## config.mk

```make
export PLATFORM = sky130hd
export DESIGN_NAME = cle_ctrl
export DESIGN_NICKNAME = d
export VERILOG_FILES = /design/src/hdl/console_line_editor_top_defines.svh /design/src/hdl/cle_pkg.sv /design/src/hdl/cle_ctrl.sv
export SDC_FILE = /design/constraint.sdc
export NUM_CORES = 1
export LEC_CHECK = 0
export ABC_AREA = 1
export BUFFER_PORTS_ARGS = -buffer_cell sky130_fd_sc_hd__buf_2
export CAP_MARGIN = 10
export CORE_UTILIZATION = 31
export CTS_CLUSTER_SIZE = 28
export DETAILED_ROUTE_END_ITERATION = 6
export SLEW_MARGIN = 20
export SYNTH_ARGS = -nofsm -noshare
export SYNTH_HDL_FRONTEND = slang
export SYNTH_SLANG_ARGS = --single-unit
```

## constraint.sdc

```tcl
create_clock -name aclk -period 6.3 [get_ports aclk]
set_clock_uncertainty 0.15 [all_clocks]
set_input_delay 1.26 -clock aclk [delete_from_list [all_inputs] [get_ports aclk]]
set_output_delay 1.26 -clock aclk [all_outputs]
set_load 0.05 [all_outputs]
```

## src/hdl/console_line_editor_top_defines.svh

```systemverilog
// Assertion helpers for the console line editor
`ifndef CONSOLE_LINE_EDITOR_TOP_DEFINES_SVH
`define CONSOLE_LINE_EDITOR_TOP_DEFINES_SVH

// same-cycle implication
`define CLE_ASSERT_NOW(label, ante, cons, msg) \
    label: assert property (@(posedge aclk) disable iff (!aresetn) (ante) |-> (cons)) \
        else $error(msg);

// next-cycle implication
`define CLE_ASSERT_NEXT(label, ante, cons, msg) \
    label: assert property (@(posedge aclk) disable iff (!aresetn) (ante) |=> (cons)) \
        else $error(msg);

`endif

```

## src/hdl/cle_pkg.sv

```systemverilog
`timescale 1ns / 1ps
package cle_pkg;

    // result kinds
    localparam logic [2:0] KIND_ECHO   = 3'd0;
    localparam logic [2:0] KIND_ERASE  = 3'd1;
    localparam logic [2:0] KIND_COMMIT = 3'd2;
    localparam logic [2:0] KIND_RECALL = 3'd3;
    localparam logic [2:0] KIND_FAIL   = 3'd4;

    // console bytes
    localparam logic [7:0] CH_BS       = 8'h08;
    localparam logic [7:0] CH_TAB      = 8'h09;
    localparam logic [7:0] CH_LF       = 8'h0a;
    localparam logic [7:0] CH_CR       = 8'h0d;
    localparam logic [7:0] CH_ESC      = 8'h1b;
    localparam logic [7:0] CH_LBRACKET = 8'h5b;
    localparam logic [7:0] CH_UP       = 8'h41;
    localparam logic [7:0] CH_DOWN     = 8'h42;
    localparam logic [7:0] CH_DEL      = 8'h7f;
    localparam logic [7:0] CONT_LO     = 8'h80;
    localparam logic [7:0] CONT_HI     = 8'hc0;

    localparam logic [11:0] DEPTH_MAX  = 12'hfff;

    // escape phases
    localparam logic [1:0] ESC_NONE    = 2'd0;
    localparam logic [1:0] ESC_SEEN    = 2'd1;
    localparam logic [1:0] ESC_CSI     = 2'd2;

    // one result word
    typedef struct packed {
        logic        valid;
        logic [2:0]  kind;
        logic [7:0]  echo_char;
        logic [11:0] range_start;
        logic [12:0] range_length;
        logic        last;
    } cle_res_t;

    // completion word "exit"
    function automatic logic [7:0] exit_char(input logic [1:0] idx);
        logic [7:0] c;
        case (idx)
            2'd0: c = 8'h65;
            2'd1: c = 8'h78;
            2'd2: c = 8'h69;
            default: c = 8'h74;
        endcase
        return c;
    endfunction

endpackage

```

## src/hdl/cle_ctrl.sv

```systemverilog
`timescale 1ns / 1ps
module cle_ctrl import cle_pkg::*; #(
    parameter int BUFFER_BYTES = 4096,
    localparam int AW = $clog2(BUFFER_BYTES),
    localparam int PW = $clog2(BUFFER_BYTES + 1)
) (
    input  logic          aclk,
    input  logic          aresetn,
    input  logic          s_valid,
    input  logic [7:0]    s_data_byte,
    output logic          s_ready,
    input  logic          out_free,
    output cle_res_t      push,
    output logic          mem_we,
    output logic [AW-1:0] mem_waddr,
    output logic [7:0]    mem_wdata,
    output logic [AW-1:0] mem_raddr,
    input  logic [7:0]    mem_rdata
);

    localparam logic [PW-1:0] BUF_P = PW'(BUFFER_BYTES);
    localparam logic [PW:0]   BUF_X = (PW + 1)'(BUFFER_BYTES);

    typedef enum logic [4:0] {
        ST_IDLE, ST_DECODE, ST_PLAIN, ST_ORD_ECHO, ST_ORD_COMMIT,
        ST_ER_RD, ST_ER_CHK, ST_ER_EMIT, ST_AR_RD, ST_AR_CHK, ST_AR_POST,
        ST_SR_RD, ST_SR_CHK, ST_CP_SETUP, ST_CP_RD, ST_CP_WR, ST_CP_DONE,
        ST_CM_START, ST_CM_RD, ST_CM_CHK, ST_CM_PUT, ST_CM_FAIL, ST_FINISH
    } state_t;

    state_t         state_reg;
    logic [7:0]     byte_reg;
    logic [7:0]     k_reg;
    logic [1:0]     phase_reg;
    logic           plain_after_reg;
    logic           arrow_reg;
    logic [PW-1:0]  wp_reg;
    logic [PW-1:0]  ps_reg;
    logic [11:0]    hd_reg;
    logic [PW-1:0]  n_reg;
    logic [PW-1:0]  i_reg;
    logic [11:0]    t_reg;
    logic [PW-1:0]  end_reg;
    logic [PW-1:0]  start_reg;
    logic [PW-1:0]  len_reg;
    logic [PW-1:0]  dest_reg;
    logic [PW-1:0]  cnt_reg;
    logic           pend_valid_reg;
    cle_res_t       pend_reg;

    logic           emit_req;
    logic           emit_go;
    logic           emit_ok;
    cle_res_t       emit_res;
    logic           put_wrap;
    logic [AW-1:0]  put_addr;
    logic [PW-1:0]  put_wp;
    logic [PW-1:0]  rd_pos;
    logic [PW-1:0]  cp_pos;
    logic [PW-1:0]  sr_start;
    logic           sr_brk;
    logic           next_plain;

    assign s_ready = (state_reg == ST_IDLE);

    // storing one byte, with wrap when the store is full
    assign put_wrap = (wp_reg >= BUF_P);
    assign put_addr = put_wrap ? '0 : wp_reg[AW-1:0];
    assign put_wp   = put_wrap ? PW'(1) : wp_reg + PW'(1);

    assign next_plain = plain_after_reg;

    // history scan helpers
    assign sr_brk   = (i_reg == PW'(1)) || (mem_rdata == CH_LF);
    assign sr_start = (mem_rdata == CH_LF) ? i_reg : i_reg - PW'(1);
    assign cp_pos   = dest_reg + cnt_reg;

    // result request per state
    always_comb begin
        emit_req = 1'b0;
        emit_res = '0;
        emit_res.valid = 1'b1;
        case (state_reg)
            ST_ORD_ECHO: begin
                emit_req           = 1'b1;
                emit_res.kind      = KIND_ECHO;
                emit_res.echo_char = k_reg;
            end
            ST_ORD_COMMIT: begin
                emit_req              = 1'b1;
                emit_res.kind         = KIND_COMMIT;
                emit_res.range_start  = 12'(ps_reg);
                emit_res.range_length = 13'(wp_reg - ps_reg);
            end
            ST_ER_EMIT: begin
                emit_req              = (n_reg != '0);
                emit_res.kind         = KIND_ERASE;
                emit_res.range_length = 13'(n_reg);
            end
            ST_CM_PUT: begin
                emit_req           = (cnt_reg != PW'(4));
                emit_res.kind      = KIND_ECHO;
                emit_res.echo_char = exit_char(cnt_reg[1:0]);
            end
            ST_CM_FAIL: begin
                emit_req              = 1'b1;
                emit_res.kind         = KIND_FAIL;
                emit_res.range_start  = 12'(ps_reg);
                emit_res.range_length = 13'(wp_reg - ps_reg);
            end
            ST_CP_DONE: begin
                emit_req              = 1'b1;
                emit_res.kind         = KIND_RECALL;
                emit_res.range_start  = 12'(dest_reg);
                emit_res.range_length = 13'(len_reg);
            end
            default: begin
                emit_req = 1'b0;
            end
        endcase
    end

    // held result goes out when a newer one replaces it or the byte ends
    assign emit_ok = !pend_valid_reg || out_free;
    assign emit_go = emit_req && emit_ok;

    always_comb begin
        push       = pend_reg;
        push.valid = pend_valid_reg &&
                     (emit_go || (state_reg == ST_FINISH && out_free));
        push.last  = (state_reg == ST_FINISH);
    end

    // store read address
    always_comb begin
        case (state_reg)
            ST_ER_RD, ST_AR_RD: rd_pos = wp_reg - PW'(1);
            ST_SR_RD:           rd_pos = i_reg - PW'(1);
            ST_CM_RD:           rd_pos = ps_reg + cnt_reg;
            ST_CP_RD:           rd_pos = start_reg + cnt_reg;
            default:            rd_pos = '0;
        endcase
    end
    assign mem_raddr = rd_pos[AW-1:0];

    // store write port
    always_comb begin
        mem_we    = 1'b0;
        mem_waddr = put_addr;
        mem_wdata = k_reg;
        case (state_reg)
            ST_ORD_ECHO: begin
                mem_we = emit_go;
            end
            ST_CM_PUT: begin
                mem_we    = emit_go;
                mem_wdata = exit_char(cnt_reg[1:0]);
            end
            ST_CP_WR: begin
                mem_we    = 1'b1;
                mem_waddr = cp_pos[AW-1:0];
                mem_wdata = mem_rdata;
            end
            default: begin
                mem_we = 1'b0;
            end
        endcase
    end

    // sequencer
    always_ff @(posedge aclk) begin
        if (!aresetn) begin
            state_reg       <= ST_IDLE;
            phase_reg       <= ESC_NONE;
            wp_reg          <= '0;
            ps_reg          <= '0;
            hd_reg          <= '0;
            pend_valid_reg  <= 1'b0;
            plain_after_reg <= 1'b0;
            arrow_reg       <= 1'b0;
        end else begin
            case (state_reg)
                ST_IDLE: begin
                    if (s_valid) begin
                        byte_reg  <= s_data_byte;
                        state_reg <= ST_DECODE;
                    end
                end
                ST_DECODE: begin
                    phase_reg       <= ESC_NONE;
                    plain_after_reg <= 1'b0;
                    n_reg           <= '0;
                    arrow_reg       <= 1'b1;
                    case (phase_reg)
                        ESC_SEEN: begin
                            if (byte_reg == CH_LBRACKET) begin
                                phase_reg <= ESC_CSI;
                                state_reg <= ST_FINISH;
                            end else begin
                                // lone ESC is stored, then this byte as usual
                                k_reg           <= CH_ESC;
                                plain_after_reg <= 1'b1;
                                state_reg       <= ST_ORD_ECHO;
                            end
                        end
                        ESC_CSI: begin
                            if (byte_reg == CH_UP) begin
                                if (hd_reg != DEPTH_MAX) begin
                                    hd_reg <= hd_reg + 12'd1;
                                end
                                state_reg <= ST_AR_RD;
                            end else if (byte_reg == CH_DOWN && hd_reg != '0) begin
                                hd_reg    <= hd_reg - 12'd1;
                                state_reg <= ST_AR_RD;
                            end else begin
                                state_reg <= ST_FINISH;
                            end
                        end
                        default: begin
                            state_reg <= ST_PLAIN;
                        end
                    endcase
                end
                ST_PLAIN: begin
                    plain_after_reg <= 1'b0;
                    n_reg           <= '0;
                    arrow_reg       <= 1'b0;
                    if (byte_reg < CH_BS) begin
                        state_reg <= ST_FINISH;
                    end else if (byte_reg == CH_BS || byte_reg == CH_DEL) begin
                        state_reg <= ST_ER_RD;
                    end else if (byte_reg == CH_ESC) begin
                        phase_reg <= ESC_SEEN;
                        state_reg <= ST_FINISH;
                    end else if (byte_reg == CH_TAB) begin
                        state_reg <= ST_CM_START;
                    end else begin
                        k_reg     <= (byte_reg == CH_CR) ? CH_LF : byte_reg;
                        state_reg <= ST_ORD_ECHO;
                    end
                end
                ST_ORD_ECHO: begin
                    if (emit_go) begin
                        wp_reg <= put_wp;
                        if (put_wrap) begin
                            ps_reg <= '0;
                        end
                        if (k_reg == CH_LF) begin
                            state_reg <= ST_ORD_COMMIT;
                        end else begin
                            hd_reg    <= '0;
                            state_reg <= next_plain ? ST_PLAIN : ST_FINISH;
                        end
                    end
                end
                ST_ORD_COMMIT: begin
                    if (emit_go) begin
                        if (wp_reg >= BUF_P) begin
                            wp_reg <= '0;
                            ps_reg <= '0;
                        end else begin
                            ps_reg <= wp_reg;
                        end
                        hd_reg    <= '0;
                        state_reg <= next_plain ? ST_PLAIN : ST_FINISH;
                    end
                end
                // erase one character backwards
                ST_ER_RD: begin
                    if (wp_reg > ps_reg && wp_reg != '0) begin
                        wp_reg    <= wp_reg - PW'(1);
                        n_reg     <= n_reg + PW'(1);
                        state_reg <= ST_ER_CHK;
                    end else begin
                        state_reg <= ST_ER_EMIT;
                    end
                end
                ST_ER_CHK: begin
                    if (mem_rdata < CONT_LO || mem_rdata > CONT_HI) begin
                        state_reg <= ST_ER_EMIT;
                    end else begin
                        state_reg <= ST_ER_RD;
                    end
                end
                ST_ER_EMIT: begin
                    if (!emit_req || emit_go) begin
                        state_reg <= arrow_reg ? ST_AR_POST : ST_FINISH;
                    end
                end
                // clear back to the previous line end
                ST_AR_RD: begin
                    state_reg <= (wp_reg != '0) ? ST_AR_CHK : ST_ER_EMIT;
                end
                ST_AR_CHK: begin
                    if (mem_rdata != CH_LF) begin
                        wp_reg    <= wp_reg - PW'(1);
                        n_reg     <= n_reg + PW'(1);
                        state_reg <= ST_AR_RD;
                    end else begin
                        state_reg <= ST_ER_EMIT;
                    end
                end
                ST_AR_POST: begin
                    if (ps_reg > wp_reg) begin
                        ps_reg <= wp_reg;
                    end
                    i_reg     <= wp_reg;
                    t_reg     <= '0;
                    end_reg   <= '0;
                    state_reg <= (hd_reg == '0) ? ST_FINISH : ST_SR_RD;
                end
                // scan backwards for the n-th earlier line
                ST_SR_RD: begin
                    state_reg <= (i_reg == '0) ? ST_FINISH : ST_SR_CHK;
                end
                ST_SR_CHK: begin
                    i_reg <= i_reg - PW'(1);
                    if (!sr_brk) begin
                        state_reg <= ST_SR_RD;
                    end else if (t_reg == hd_reg) begin
                        start_reg <= sr_start;
                        len_reg   <= (end_reg > sr_start) ? end_reg - sr_start : '0;
                        state_reg <= ST_CP_SETUP;
                    end else begin
                        t_reg     <= t_reg + 12'd1;
                        end_reg   <= i_reg - PW'(1);
                        state_reg <= ST_SR_RD;
                    end
                end
                ST_CP_SETUP: begin
                    if (wp_reg >= BUF_P ||
                        ({1'b0, wp_reg} + {1'b0, len_reg}) > BUF_X) begin
                        dest_reg <= '0;
                    end else begin
                        dest_reg <= wp_reg;
                    end
                    cnt_reg   <= '0;
                    state_reg <= ST_CP_RD;
                end
                ST_CP_RD: begin
                    state_reg <= (cnt_reg == len_reg) ? ST_CP_DONE : ST_CP_WR;
                end
                ST_CP_WR: begin
                    cnt_reg   <= cnt_reg + PW'(1);
                    state_reg <= ST_CP_RD;
                end
                ST_CP_DONE: begin
                    if (emit_go) begin
                        ps_reg    <= dest_reg;
                        wp_reg    <= dest_reg + len_reg;
                        state_reg <= ST_FINISH;
                    end
                end
                // tab completion against "exit"
                ST_CM_START: begin
                    cnt_reg <= '0;
                    len_reg <= wp_reg - ps_reg;
                    if (ps_reg <= wp_reg && (wp_reg - ps_reg) < PW'(4)) begin
                        state_reg <= ST_CM_RD;
                    end else begin
                        state_reg <= ST_CM_FAIL;
                    end
                end
                ST_CM_RD: begin
                    state_reg <= (cnt_reg == len_reg) ? ST_CM_PUT : ST_CM_CHK;
                end
                ST_CM_CHK: begin
                    if (mem_rdata == exit_char(cnt_reg[1:0])) begin
                        cnt_reg   <= cnt_reg + PW'(1);
                        state_reg <= ST_CM_RD;
                    end else begin
                        state_reg <= ST_CM_FAIL;
                    end
                end
                ST_CM_PUT: begin
                    if (!emit_req) begin
                        state_reg <= ST_FINISH;
                    end else if (emit_go) begin
                        wp_reg  <= put_wp;
                        cnt_reg <= cnt_reg + PW'(1);
                        if (put_wrap) begin
                            ps_reg <= '0;
                        end
                    end
                end
                ST_CM_FAIL: begin
                    if (emit_go) begin
                        state_reg <= ST_FINISH;
                    end
                end
                ST_FINISH: begin
                    if (emit_ok) begin
                        state_reg <= ST_IDLE;
                    end
                end
                default: begin
                    state_reg <= ST_IDLE;
                end
            endcase

            // held result
            if (emit_go) begin
                pend_reg       <= emit_res;
                pend_valid_reg <= 1'b1;
            end else if (state_reg == ST_FINISH && out_free) begin
                pend_valid_reg <= 1'b0;
            end
        end
    end

endmodule

```

==> results.md <==
* Fmax at between 150 and 200 MHz
* Pleak at about 8.3 nW
* First-pass GRT wire length at 91,600 µm
* Power Total at 8.33 mW
* Status: finished, final reports clean
* Max Cap Viol at 0
* Clock buffer depth at 3
* Routed WL at 60,700 µm
* # nets final at 2,493
* Post-CTS Hold Buffers at 0
* FF-to-FF End: len_reg[4]
* Psw at 4.46 mW
* DRC viols at 0
* Dpl ws at ~1.4 ns
* Vias per Instance at 5.22
* Most common cell after layout, fill and taps aside: nand2_1
* DR pass1 iterations at 7
* Startpoint class of the critical path: flip-flop
* Starting Density at 31.7%
* Synth cell types at 51
* Ys async rst share at 0%
* Clock network power share at 18.5%
* Ys flop type: edfxtp_1
* Pin count of the biggest net entering global routing at 29
* Syn_area_per_cell at roughly 7.0 µm²
* Combinational share of power at 59.0%
* Tightest Pin Transition at 0.984 ns
* Later-pin clock latency in the skew report at roughly 0.57 ns
* P_int at 3.87 mW
* Worst vdd ir at 0.253 mV
* Reg-to-Reg Start: i_reg[0]
* Core box area at between 0.05 and 0.06 mm²
* Sequential power share at between 20% and 30%
* DRT iter0 DRCs at 1,489
* Reg2Reg Setup Slack at 2.28 ns
* RSZ-0062 raised after global routing: false
* Req. time, crit path at about 5 ns
* CTS H-tree depth at 1
* Mapped Cells at 2,271
* Area added between synthesis and finish at 13.6%
* EDFF count, synth at 154
* ANT nets after route at 0
* Final setup fails at 0
* Mean routed wirelength per cell at 19.8 µm
* Crit path kind: flip-flop to output pin
* Synthesis-stage register bit count at between 200 and 250
* Total CTS buffers at 27
* Critical path arrival at 3.97 ns
* Max layer used: met4
* Mapped cell area at 0.0160 mm²
* CTS tree: done
* Setup crit end: mem_raddr[11]
* Final min period at approximately 5.4 ns
* Setup crit end kind: output pin
* IO Pins at 92
* Worst Setup SP: state_reg[1]
* Post-CTS setup buffers at 0
* Most frequent cells in the layout: nand2_1 (580), inv_1 (307), nor2_1 (277), edfxtp_1 (154), a21oi_1 (146)
* Initial antenna violation count at 1
* WL met2 at 27,500 µm
* IO Port Bufs at 91
* Post_cts resized at 0
* Via count at 15,988
* Synth Warn # at 0
* Share of cells above drive strength 1 at 8.92%
* GRT Util Overall at a little under a quarter
* Grt ovf at 0
* Sink Count at 202
* Final hold vios at 0
* Root Buffer Master: clkbuf_16
* HPWL after DPL at 48,300 µm
* Die footprint at 0.0525 mm²
* Setup ws final at roughly 0.9 ns
* Vias in the first global route at about 15,000
* Die Y at 229 µm
* Global placer's final weighted congestion at slightly below 1
* Net Sw Frac at 53.6%
* Max reg flops at 36
* Die W at 229 µm
* Fin crit share at around 85%
* Clk pin slew, worst setup/hold paths at 0.06 ns
* Row cnt at 82
* R2r worst-path depth at 20
* Syn_nets at 2,395
* Post-synthesis sequential area ratio at 34.9%
* Worst slew margin at 33.9%
* Min-Delay Path Class: flip-flop to flip-flop
* Pins over their slew limit at 0
* Wl on met1 at approximately 26,000 µm
* Max Fanout on Critical Path at 23
* Setup TNS at 0 ns
* P per Cell Area at approximately 460 mW/mm²
* Met3 routed WL at approximately 4200 µm
## power groups by stage
stage	clock network (mW)	registers, mW	logic (mW)
2_1_floorplan	0	1.93	3.23
3_3_place_gp	0	1.89	4.78
3_5_place_dp	0	1.90	4.81
4_1_cts	1.56	1.87	4.84
5_1_grt	1.61	1.89	5.40
6_report	1.54	1.88	4.92
## stage by stage
step,hold slack (ns),utilization [%],cells,area (µm²)
floorplan,0.289,-,2271,16000
global placement,0.303,34.2,3012,17300
detailed placement,0.303,34.3,3012,17300
CTS,0.312,36.0,3061,18200
global route,0.321,36.0,3061,18200
finish,0.316,36.0,3062,18200
## critical path, stage by stage, from the launching register on
cell and delay, ns:
dfxtp_1 0.58, nand3_1 0.23, nor2_1 0.14, buf_4 0.26, inv_1 0.17, o21ai_0 0.29
ha_1 0.29, nand3_1 0.07, and2_1 0.16, inv_1 0.08, a31oi_1 0.24, xor2_1 0.11
o211ai_1 0.42, buf_2 0.35
## area by class of cell
class	count	area, µm²
inverters	329	1230
multi-input cells	1695	9000
diodes	1	2.50
well taps	672	841
clock inverters	13	125
repair buffers	114	628
fillers	5405	32300
flip-flops and latches	202	5590
clock buffers	36	749
## layer usage
metal	track usage (%)	vias to the layer above
met5	0	-
li1	-	7796
met3	3.08	125
met2	37.6	554
met1	29.6	7513
met4	9.92	0
## cell families after synthesis
family / synth area share (%)
simple gates: 30.2
fa+ha+maj: 8.46
buf+inv: 9.01
flops: 34.9
other cells: 0.0234
compound gates: 14.3
xor+xnor: 3.01
## cell usage after synthesis (6+ instances only)
library cell | n | area [µm²]
o2111ai_1 | 9 | 78.8
or2_2 | 13 | 81.3
nand3_1 | 127 | 636
a31oi_1 | 8 | 50.1
o221ai_1 | 19 | 166
buf_2 | 6 | 30.0
inv_1 | 308 | 1160
nand4_1 | 39 | 244
xnor2_1 | 12 | 105
clkbuf_1 | 32 | 120
o21bai_1 | 19 | 143
nor2_1 | 278 | 1040
o211ai_1 | 27 | 203
a21oi_1 | 147 | 736
inv_2 | 16 | 60.1
xor2_1 | 43 | 377
dfxtp_1 | 48 | 961
nor4_1 | 9 | 56.3
nand2_1 | 580 | 2180
nor3_1 | 52 | 260
edfxtp_1 | 154 | 4620
nand3b_1 | 6 | 45.0
fa_1 | 7 | 140
ha_1 | 97 | 1210
nor3b_1 | 8 | 60.1
a21o_1 | 7 | 52.6
o21ai_0 | 144 | 721
## worst min path at each step
stage                     startpoint        end  slack [ns]  depth (start not counted)
final                      ps_reg[7]  ps_reg[7]        0.32                          2
after global routing       ps_reg[4]  ps_reg[4]        0.32                          2
after CTS                  ps_reg[4]  ps_reg[4]        0.31                          2
after detailed placement   ps_reg[4]  ps_reg[4]        0.30                          2
after global placement     ps_reg[4]  ps_reg[4]        0.30                          2
after floorplan            ps_reg[4]  ps_reg[4]        0.29                          2
Power figures use the tool's default switching activity.
